### src/rtl/core/psgseq_pkg.sv
package psgseq_pkg;

  // Function codes carried in the func field.
  localparam logic [1:0] FUNC_TICK = 2'd0;
  localparam logic [1:0] FUNC_PLAY = 2'd1;
  localparam logic [1:0] FUNC_INIT = 2'd2;

  // Effect numbers.
  localparam logic [3:0] EFF_NONE        = 4'd0;
  localparam logic [3:0] EFF_LASER       = 4'd1;
  localparam logic [3:0] EFF_FOOTSTEP    = 4'd2;
  localparam logic [3:0] EFF_ROLL        = 4'd3;
  localparam logic [3:0] EFF_PICKUP      = 4'd4;
  localparam logic [3:0] EFF_DAMAGE      = 4'd5;
  localparam logic [3:0] EFF_MENU_MOVE   = 4'd6;
  localparam logic [3:0] EFF_MENU_SELECT = 4'd7;
  localparam logic [3:0] EFF_SWITCH      = 4'd8;

  // Sound chip command bytes.
  localparam logic [7:0] CMD_TONE0_DIV  = 8'h80;
  localparam logic [7:0] CMD_TONE0_ATT  = 8'h90;
  localparam logic [7:0] CMD_NOISE_CTRL = 8'hE0;
  localparam logic [7:0] CMD_NOISE_ATT  = 8'hF0;
  localparam logic [7:0] CMD_MUTE_CH0   = 8'h9F;
  localparam logic [7:0] CMD_MUTE_CH1   = 8'hBF;
  localparam logic [7:0] CMD_MUTE_CH2   = 8'hDF;
  localparam logic [7:0] CMD_MUTE_NOISE = 8'hFF;

  localparam int unsigned MAX_BYTES = 4;

  typedef struct packed {
    logic [1:0] func;
    logic [3:0] sfx_id;
  } in_t;

  typedef struct packed {
    logic [7:0] port_byte;
    logic       last_byte;
  } out_t;

  typedef struct packed {
    logic [3:0] effect;
    logic [3:0] tick;
  } seq_state_t;

  // Command bytes produced for one input item, first byte in entry 0.
  typedef struct packed {
    logic [MAX_BYTES-1:0][7:0] bytes;
    logic [2:0]                count;
  } burst_t;

endpackage

### src/rtl/core/psgseq_gen.sv
module psgseq_gen (
  input  psgseq_pkg::in_t        item,
  input  psgseq_pkg::seq_state_t st,
  output psgseq_pkg::seq_state_t st_nxt,
  output psgseq_pkg::burst_t     burst
);

  logic        tone;
  logic        noise;
  logic        mute;
  logic [10:0] div;
  logic [3:0]  att;
  logic [2:0]  ctrl;
  logic [3:0]  t;

  always_comb begin
    st_nxt = st;
    tone   = 1'b0;
    noise  = 1'b0;
    mute   = 1'b0;
    div    = '0;
    att    = '0;
    ctrl   = '0;
    t      = st.tick + 4'd1;
    burst  = '0;

    unique case (item.func)
      psgseq_pkg::FUNC_TICK: begin
        if (st.effect != psgseq_pkg::EFF_NONE) begin
          st_nxt.tick = t;
          unique case (st.effect)
            psgseq_pkg::EFF_LASER: begin
              if (t < 4'd6) begin
                tone = 1'b1;
                div  = 11'd200 + 11'(t) * 11'd100;
                att  = {t[2:0], 1'b0};
              end
            end
            psgseq_pkg::EFF_FOOTSTEP: begin
              if (t == 4'd1) begin
                noise = 1'b1;
                ctrl  = 3'd6;
                att   = 4'd9;
              end
            end
            psgseq_pkg::EFF_ROLL: begin
              if (t < 4'd8) begin
                tone = 1'b1;
                div  = 11'd500 - 11'(t) * 11'd40;
                att  = t + 4'd3;
              end
            end
            psgseq_pkg::EFF_PICKUP: begin
              if (t < 4'd5) begin
                tone = 1'b1;
                div  = 11'd180;
                att  = 4'd1;
              end else if (t < 4'd10) begin
                tone = 1'b1;
                div  = 11'd120;
                att  = 4'd0;
              end
            end
            psgseq_pkg::EFF_DAMAGE: begin
              if (t < 4'd8) begin
                noise = 1'b1;
                ctrl  = 3'd7;
                att   = t;
              end
            end
            psgseq_pkg::EFF_MENU_MOVE: begin
              if (t < 4'd3) begin
                tone = 1'b1;
                div  = 11'd250;
                att  = 4'd3;
              end
            end
            psgseq_pkg::EFF_MENU_SELECT: begin
              if (t < 4'd4) begin
                tone = 1'b1;
                div  = 11'd180;
                att  = 4'd1;
              end else if (t < 4'd8) begin
                tone = 1'b1;
                div  = 11'd100;
                att  = 4'd0;
              end
            end
            psgseq_pkg::EFF_SWITCH: begin
              if (t < 4'd6) begin
                tone = 1'b1;
                div  = 11'd350 + 11'(t) * 11'd40;
                att  = 4'd3;
              end
            end
            default: begin
            end
          endcase
          // A finished or unknown effect silences everything and stops.
          if (!tone && !noise) begin
            mute          = 1'b1;
            st_nxt.effect = psgseq_pkg::EFF_NONE;
          end
        end
      end
      psgseq_pkg::FUNC_PLAY: begin
        st_nxt.effect = item.sfx_id;
        st_nxt.tick   = 4'd0;
      end
      psgseq_pkg::FUNC_INIT: begin
        st_nxt.effect = psgseq_pkg::EFF_NONE;
        st_nxt.tick   = 4'd0;
        mute          = 1'b1;
      end
      default: begin
      end
    endcase

    if (tone) begin
      burst.bytes[0] = psgseq_pkg::CMD_TONE0_DIV | {4'b0000, div[3:0]};
      burst.bytes[1] = {2'b00, div[9:4]};
      burst.bytes[2] = psgseq_pkg::CMD_TONE0_ATT | {4'b0000, att};
      burst.count    = 3'd3;
    end else if (noise) begin
      burst.bytes[0] = psgseq_pkg::CMD_NOISE_CTRL | {5'b00000, ctrl};
      burst.bytes[1] = psgseq_pkg::CMD_NOISE_ATT | {4'b0000, att};
      burst.count    = 3'd2;
    end else if (mute) begin
      burst.bytes[0] = psgseq_pkg::CMD_MUTE_CH0;
      burst.bytes[1] = psgseq_pkg::CMD_MUTE_CH1;
      burst.bytes[2] = psgseq_pkg::CMD_MUTE_CH2;
      burst.bytes[3] = psgseq_pkg::CMD_MUTE_NOISE;
      burst.count    = 3'd4;
    end
  end

endmodule

### src/rtl/core/sound_effect_psg_sequencer_top.sv
// Sound-effect sequencer for a four-channel sound chip.
// The input channel (in_valid, in_ready, in_data) takes one command per
// transfer: a frame tick, a play request or an init. The result channel
// (out_valid, out_ready, out_data) delivers the chip command bytes one per
// transfer, with last_byte set on the final byte that a command causes.
// A tone write gives three bytes, a noise write two and a mute four; play
// requests, ticks with no active effect and unused function codes give none.
// A command that gives bytes sits in the input register until the burst
// register is free, and is loaded into it; its first byte is then on
// the output, which reads straight from the burst register.
// Throughput: the output drains one byte per cycle while the receiver is
// ready, and a burst holds at most four bytes; commands that give no bytes
// pass at one per cycle even while a burst is draining.
// The input register takes a new command while a burst still waits, so the
// sender is stalled only when both the input register and burst are full.
// When the receiver stalls, the current byte is held and the pipeline fills.
// Synchronous reset clears the effect, the frame count and all valid flags.
module sound_effect_psg_sequencer_top (
  input  logic              clk,
  input  logic              rst_n,
  input  logic              in_valid,
  output logic              in_ready,
  input  psgseq_pkg::in_t   in_data,
  output logic              out_valid,
  input  logic              out_ready,
  output psgseq_pkg::out_t  out_data
);

  // Input register.
  logic                   s1_valid_r;
  logic                   s1_valid_nxt;
  psgseq_pkg::in_t        s1_data_r;

  // Sequencer state, updated when a command leaves the input register.
  psgseq_pkg::seq_state_t state_r;
  psgseq_pkg::seq_state_t state_nxt;

  // Burst register feeding the output one byte at a time.
  logic                   buf_valid_r;
  logic                   buf_valid_nxt;
  logic [psgseq_pkg::MAX_BYTES-1:0][7:0] bytes_r;
  logic [2:0]             cnt_r;
  logic [1:0]             idx_r;
  logic [1:0]             idx_nxt;

  psgseq_pkg::burst_t     burst;
  logic                   buf_last;
  logic                   buf_free;
  logic                   s1_adv;
  logic                   load;

  psgseq_gen u_gen (
    .item   (s1_data_r),
    .st     (state_r),
    .st_nxt (state_nxt),
    .burst  (burst)
  );

  assign buf_last = ({1'b0, idx_r} == (cnt_r - 3'd1));
  assign buf_free = !buf_valid_r || (out_ready && buf_last);

  // A command with no bytes never waits for the burst register.
  assign s1_adv   = s1_valid_r && ((burst.count == 3'd0) || buf_free);
  assign load     = s1_adv && (burst.count != 3'd0);
  assign in_ready = !s1_valid_r || s1_adv;

  assign out_valid          = buf_valid_r;
  assign out_data.port_byte = bytes_r[idx_r];
  assign out_data.last_byte = buf_last;

  always_comb begin
    s1_valid_nxt = s1_valid_r;
    if (in_valid && in_ready) begin
      s1_valid_nxt = 1'b1;
    end else if (s1_adv) begin
      s1_valid_nxt = 1'b0;
    end

    buf_valid_nxt = buf_valid_r;
    idx_nxt       = idx_r;
    if (load) begin
      buf_valid_nxt = 1'b1;
      idx_nxt       = 2'd0;
    end else if (buf_valid_r && out_ready) begin
      if (buf_last) begin
        buf_valid_nxt = 1'b0;
      end else begin
        idx_nxt = idx_r + 2'd1;
      end
    end
  end

  always_ff @(posedge clk) begin
    if (!rst_n) begin
      s1_valid_r  <= 1'b0;
      buf_valid_r <= 1'b0;
      idx_r       <= 2'd0;
      state_r     <= '0;
    end else begin
      s1_valid_r  <= s1_valid_nxt;
      buf_valid_r <= buf_valid_nxt;
      idx_r       <= idx_nxt;
      if (s1_adv) begin
        state_r <= state_nxt;
      end
    end
  end

  always_ff @(posedge clk) begin
    if (in_valid && in_ready) begin
      s1_data_r <= in_data;
    end
    if (load) begin
      bytes_r <= burst.bytes;
      cnt_r   <= burst.count;
    end
  end

`ifndef NO_ASSERTIONS
  // A held burst always has bytes left and the pointer stays inside it.
  a_burst_shape: assert property (@(posedge clk) disable iff (!rst_n)
    buf_valid_r |-> (cnt_r != 3'd0) && ({1'b0, idx_r} < cnt_r))
    else $error("burst register holds an empty or overrun burst");

  // Every effect ends by frame ten, so the frame count never runs past it.
  a_tick_bound: assert property (@(posedge clk) disable iff (!rst_n)
    state_r.tick <= 4'd10)
    else $error("frame count ran past the longest effect");

  // A command that cannot leave the input register is kept there intact.
  a_s1_hold: assert property (@(posedge clk) disable iff (!rst_n)
    s1_valid_r && !s1_adv |=> s1_valid_r && $stable(s1_data_r))
    else $error("stalled command lost from the input register");

  // The state moves only when a command is consumed.
  a_state_hold: assert property (@(posedge clk) disable iff (!rst_n)
    !s1_adv |=> $stable(state_r))
    else $error("sequencer state changed without a command");
`endif

endmodule

### config.mk
export PLATFORM = sky130hd
export DESIGN_NAME = sound_effect_psg_sequencer_top
export DESIGN_NICKNAME = d
export VERILOG_FILES = /design/src/rtl/core/psgseq_pkg.sv /design/src/rtl/core/psgseq_gen.sv /design/src/rtl/core/sound_effect_psg_sequencer_top.sv
export SDC_FILE = /design/constraint.sdc
export NUM_CORES = 1
export LEC_CHECK = 0
export ABC_AREA = 1
export ABC_CLOCK_PERIOD_IN_PS = 3200
export BUFFER_PORTS_ARGS = -buffer_cell sky130_fd_sc_hd__buf_2
export CAP_MARGIN = 10
export CELL_PAD_IN_SITES_DETAIL_PLACEMENT = 1
export CELL_PAD_IN_SITES_GLOBAL_PLACEMENT = 1
export CORE_MARGIN = 3
export CORE_UTILIZATION = 42
export CTS_CLUSTER_DIAMETER = 40
export CTS_CLUSTER_SIZE = 28
export DETAILED_ROUTE_END_ITERATION = 10
export GPL_TIMING_DRIVEN = 0
export HOLD_SLACK_MARGIN = 0.05
export PLACE_DENSITY_LB_ADDON = 0.3
export SLEW_MARGIN = 20
export SYNTH_ARGS = -nofsm -noshare
export SYNTH_HDL_FRONTEND = slang
export SYNTH_HIERARCHICAL = 1
export SYNTH_SLANG_ARGS = --single-unit
### constraint.sdc
create_clock -name clk -period 3.2 [get_ports clk]
set_input_delay 0.16 -clock clk [delete_from_list [all_inputs] [get_ports clk]]
set_output_delay 0.16 -clock clk [all_outputs]
set_load 0.01 [all_outputs]
==> impl_metrics.py <==
metrics = {
    "route": {
        "wl_mm": 10.5,
        "drc": 0,
        "firstDrtPassIters": 5,
        "via_per_inst": 5.28,
        "wl_per_cell_um": 16.2,
        "num_vias": 3421,
        "drt_iter0_markers": 113,
        "drtAntennaViolNets": 0,
    },
    "cells_and_area": {
        "drive_gt1_share_pct": 24.4,
        "fill_cells": 1102,
        "fin_nets": 565,
        "stdcell_count": 648,
        "area_growth_pct": 16.5,
        "diodes": 0,
    },
    "timing": {
        "worst_pin_slew_ns": 0.564,
        "skew_ns": 0.0133,
        "drv_slew": 0,
        "setup_ws_ns": 0.111,
        "fin_crit_sh_pct": 96.5,
        "rsz0062_at_grt": "false",
        "setup_viol": 0,
        "hold_violations": 0,
        "max_freq_mhz": 324,
        "max_slew_margin_pct": 62.0,
        "fin_crit_ns": 3.09,
    },
    "synth": {
        "synth_edf_count": 41,
        "yosys.area.top_type_share_pct": 32.3,
        "yosysTopAreaCell": "edfxtp_1",
        "synth.top_cells.by_count": "nand2_1 (110), nand3_1 (58), nor2_1 (56), inv_1 (49), edfxtp_1 (41)",
        "synth.distinct_cells": 40,
        "async_flop_share_pct": 0,
        "synth_compound_area_share_pct": 9.55,
        "synth-xor-area-share_pct": 1.61,
        "synth_nets": 518,
        "ys.warnings.count": 6,
        "synth_top_family_by_area": "simple AND/OR/NAND/NOR gates",
        "yosysMostFrequentCell": "nand2_1",
        "ys.flop_type": "edfxtp_1",
        "postSynthAreaPerCell_sq_um": 7.75,
        "synth_area_sq_um": 3810,
        "ys_ff_latch": 53,
        "synth.mux.area_fraction_pct": 0,
        "synth.area.top_cells": "edfxtp_1 (32%), nand2_1 (11%), nand3_1 (7.6%), dfxtp_1 (6.3%), nor2_1 (5.5%)",
        "synthAdderAreaFrac_pct": 5.65,
        "synth-simple-area-share_pct": 33.0,
        "ys_seq_area_share_pct": 38.6,
        "synthCells": 492,
    },
    "floorplanning": {
        "die_w_um": 101,
        "initial_core_util_pct": 43.5,
        "num_rows": 34,
        "die_area_sq_um": 10300,
        "core_area_sq_um": 8760,
        "io_pins": 21,
        "die_h_um": 101,
    },
    "placed_design": {
        "dp_cells": 620,
        "place.gp.congestion": 0.931,
        "pre_cts_ws_ns": -0.752,
        "dpl.hpwl_mm": 7.94,
        "portBuffers": 20,
    },
    "critical_path": {
        "r2r-start": "state_r[0]$_SDFFE_PN0P_",
        "worstPathArrival_ns": 3.13,
        "required_ns": 3.24,
        "critical_path_class": "reg -> reg",
        "crit_path_start": "state_r[0]$_SDFFE_PN0P_",
        "cp-start-kind": "flop",
        "critPathMaxFanout": 6,
        "cp-end-kind": "flop",
    },
    "power": {
        "total_power_mw": 1.74,
        "peakVddDrop_v": 0.000217,
        "power_leakage_nw": 1.99,
        "power.density_nw_per_um2": 393,
    },
    "clock_network": {
        "clockRootBuffer": "clkbuf_8",
        "clkSlewWorstSetupHoldPaths_ns": 0.10,
        "clock-sinks": 53,
        "cts_tree": "built",
        "clk_path_buf_depth": 2,
        "numCtsBuffers": 5,
        "cts_max_level": 2,
        "worstSkewPairLatency_ns": 0.32,
    },
    "run": {
        "cap_violations": 0,
    },
    "global_route": {
        "grt_pass1_wl_mm": 17.5,
        "grt_pass1_vias": 3616,
        "grt_use_total_pct": 21.4,
        "antenna_found_initial": 0,
        "grt_max_degree": 19,
        "overflow": 0,
    },
    "min_path": {
        "worst_hold_path_type": "in -> reg",
        "min_from": "in_valid",
    },
    "outcome": {
        "status": "finished clean",
    },
}
## registers in the layout, indices dropped and copies added, names as in the netlist
signal and cells:
bytes_r 32, cnt_r 3, idx_r 2, out_valid 1, s1_data_r 6, s1_valid_r 1, state_r 8
## final timing paths
check        depth (start not counted)  slack [ns]                      end
max reg2reg                         14        0.11    bytes_r[12]$_DFFE_PP_
min reg2reg                          2        0.54  state_r[7]$_SDFFE_PN0P_
min                                  3        0.11  s1_valid_r$_SDFFE_PN0P_
max                                 14        0.11    bytes_r[12]$_DFFE_PP_
## layer usage
metal	global-route usage, %	vias up	wire length, um
met5	0	-	0
met4	3.07	0	40
met3	2.55	4	275
met2	38.7	41	5330
met1	27.9	1670	4840
li1	-	1706	-
## logic make-up after synthesis
group,Yosys count
flip-flops,53
AND/OR/NAND/NOR,266
adder cells (fa/ha/maj),16
buffers and inverters,89
other,1
XOR/XNOR,7
AO/OA/AOI/OAI,60
## worst max-delay path, stage by stage (launching register included)
cell        delay [ns]
dfxtp_4           0.39
buf_8             0.11
clkinvlp_4        0.14
ha_4              0.28
buf_4             0.14
buf_4             0.15
ha_1              0.33
fa_1              0.50
nor2_1            0.10
nand2_1           0.07
or2_2             0.27
nand3_1           0.08
nand3_2           0.10
nor2_1            0.11
nor2_1            0.05
## metrics by stage
stage                     hold slack [ns]  setup TNS [ns]  area [sq um]  utilization (%)
final                               0.105               0          4440             50.7
after global routing               0.0987               0          4440             50.7
after CTS                           0.104               0          4360             49.7
after detailed placement            0.339          -28.78          4100             46.7
after global placement              0.338          -25.38          4100             46.7
after floorplan                     0.259               0          3860                -
## power by group
part           internal [mW]  switching [mW]  leakage [nW]
clock network          0.160           0.242        0.0423
logic                  0.208           0.320          1.46
registers              0.789          0.0252         0.488
total                   1.16           0.587          1.99
## cell type report
type / instances / area, sq um / area share [%]
clock buffer: 5 / 68.8 / 1.55
timing repair buffer: 39 / 270 / 6.08
sequential: 53 / 1480 / 33.4
buffer: 31 / 236 / 5.32
inverter: 58 / 230 / 5.18
multi-input combinational: 350 / 1990 / 44.7
clock inverter: 3 / 26.3 / 0.592
timing repair inverter: 1 / 7.51 / 0.169
tap: 108 / 135 / 3.04
## cells in the final DEF (no fill, tap or decap), types with 11 or more instances in the layout
master | netlist | layout
edfxtp_1 | 41 | 41
buf_4 | 18 | 29
buf_2 | 3 | 22
ha_1 | 14 | 11
nor2_1 | 56 | 55
o21ai_0 | 30 | 29
inv_1 | 49 | 46
nand2_1 | 110 | 108
nand3_1 | 58 | 54
o22ai_1 | 11 | 11
## what timing repair did
| item | CTS | global route |
|---|---|---|
| hold buffers | 6 | 0 |
| endpoints found under the hold margin | 6 | 0 |
| setup buffers | 9 | 4 |
| pin swaps | 3 | 4 |
| gates cloned | 1 | 0 |
| setup endpoints to repair | 53 | 45 |
| gates resized for setup | 11 | 15 |
No activity file was read; power rests on OpenSTA's default activity.
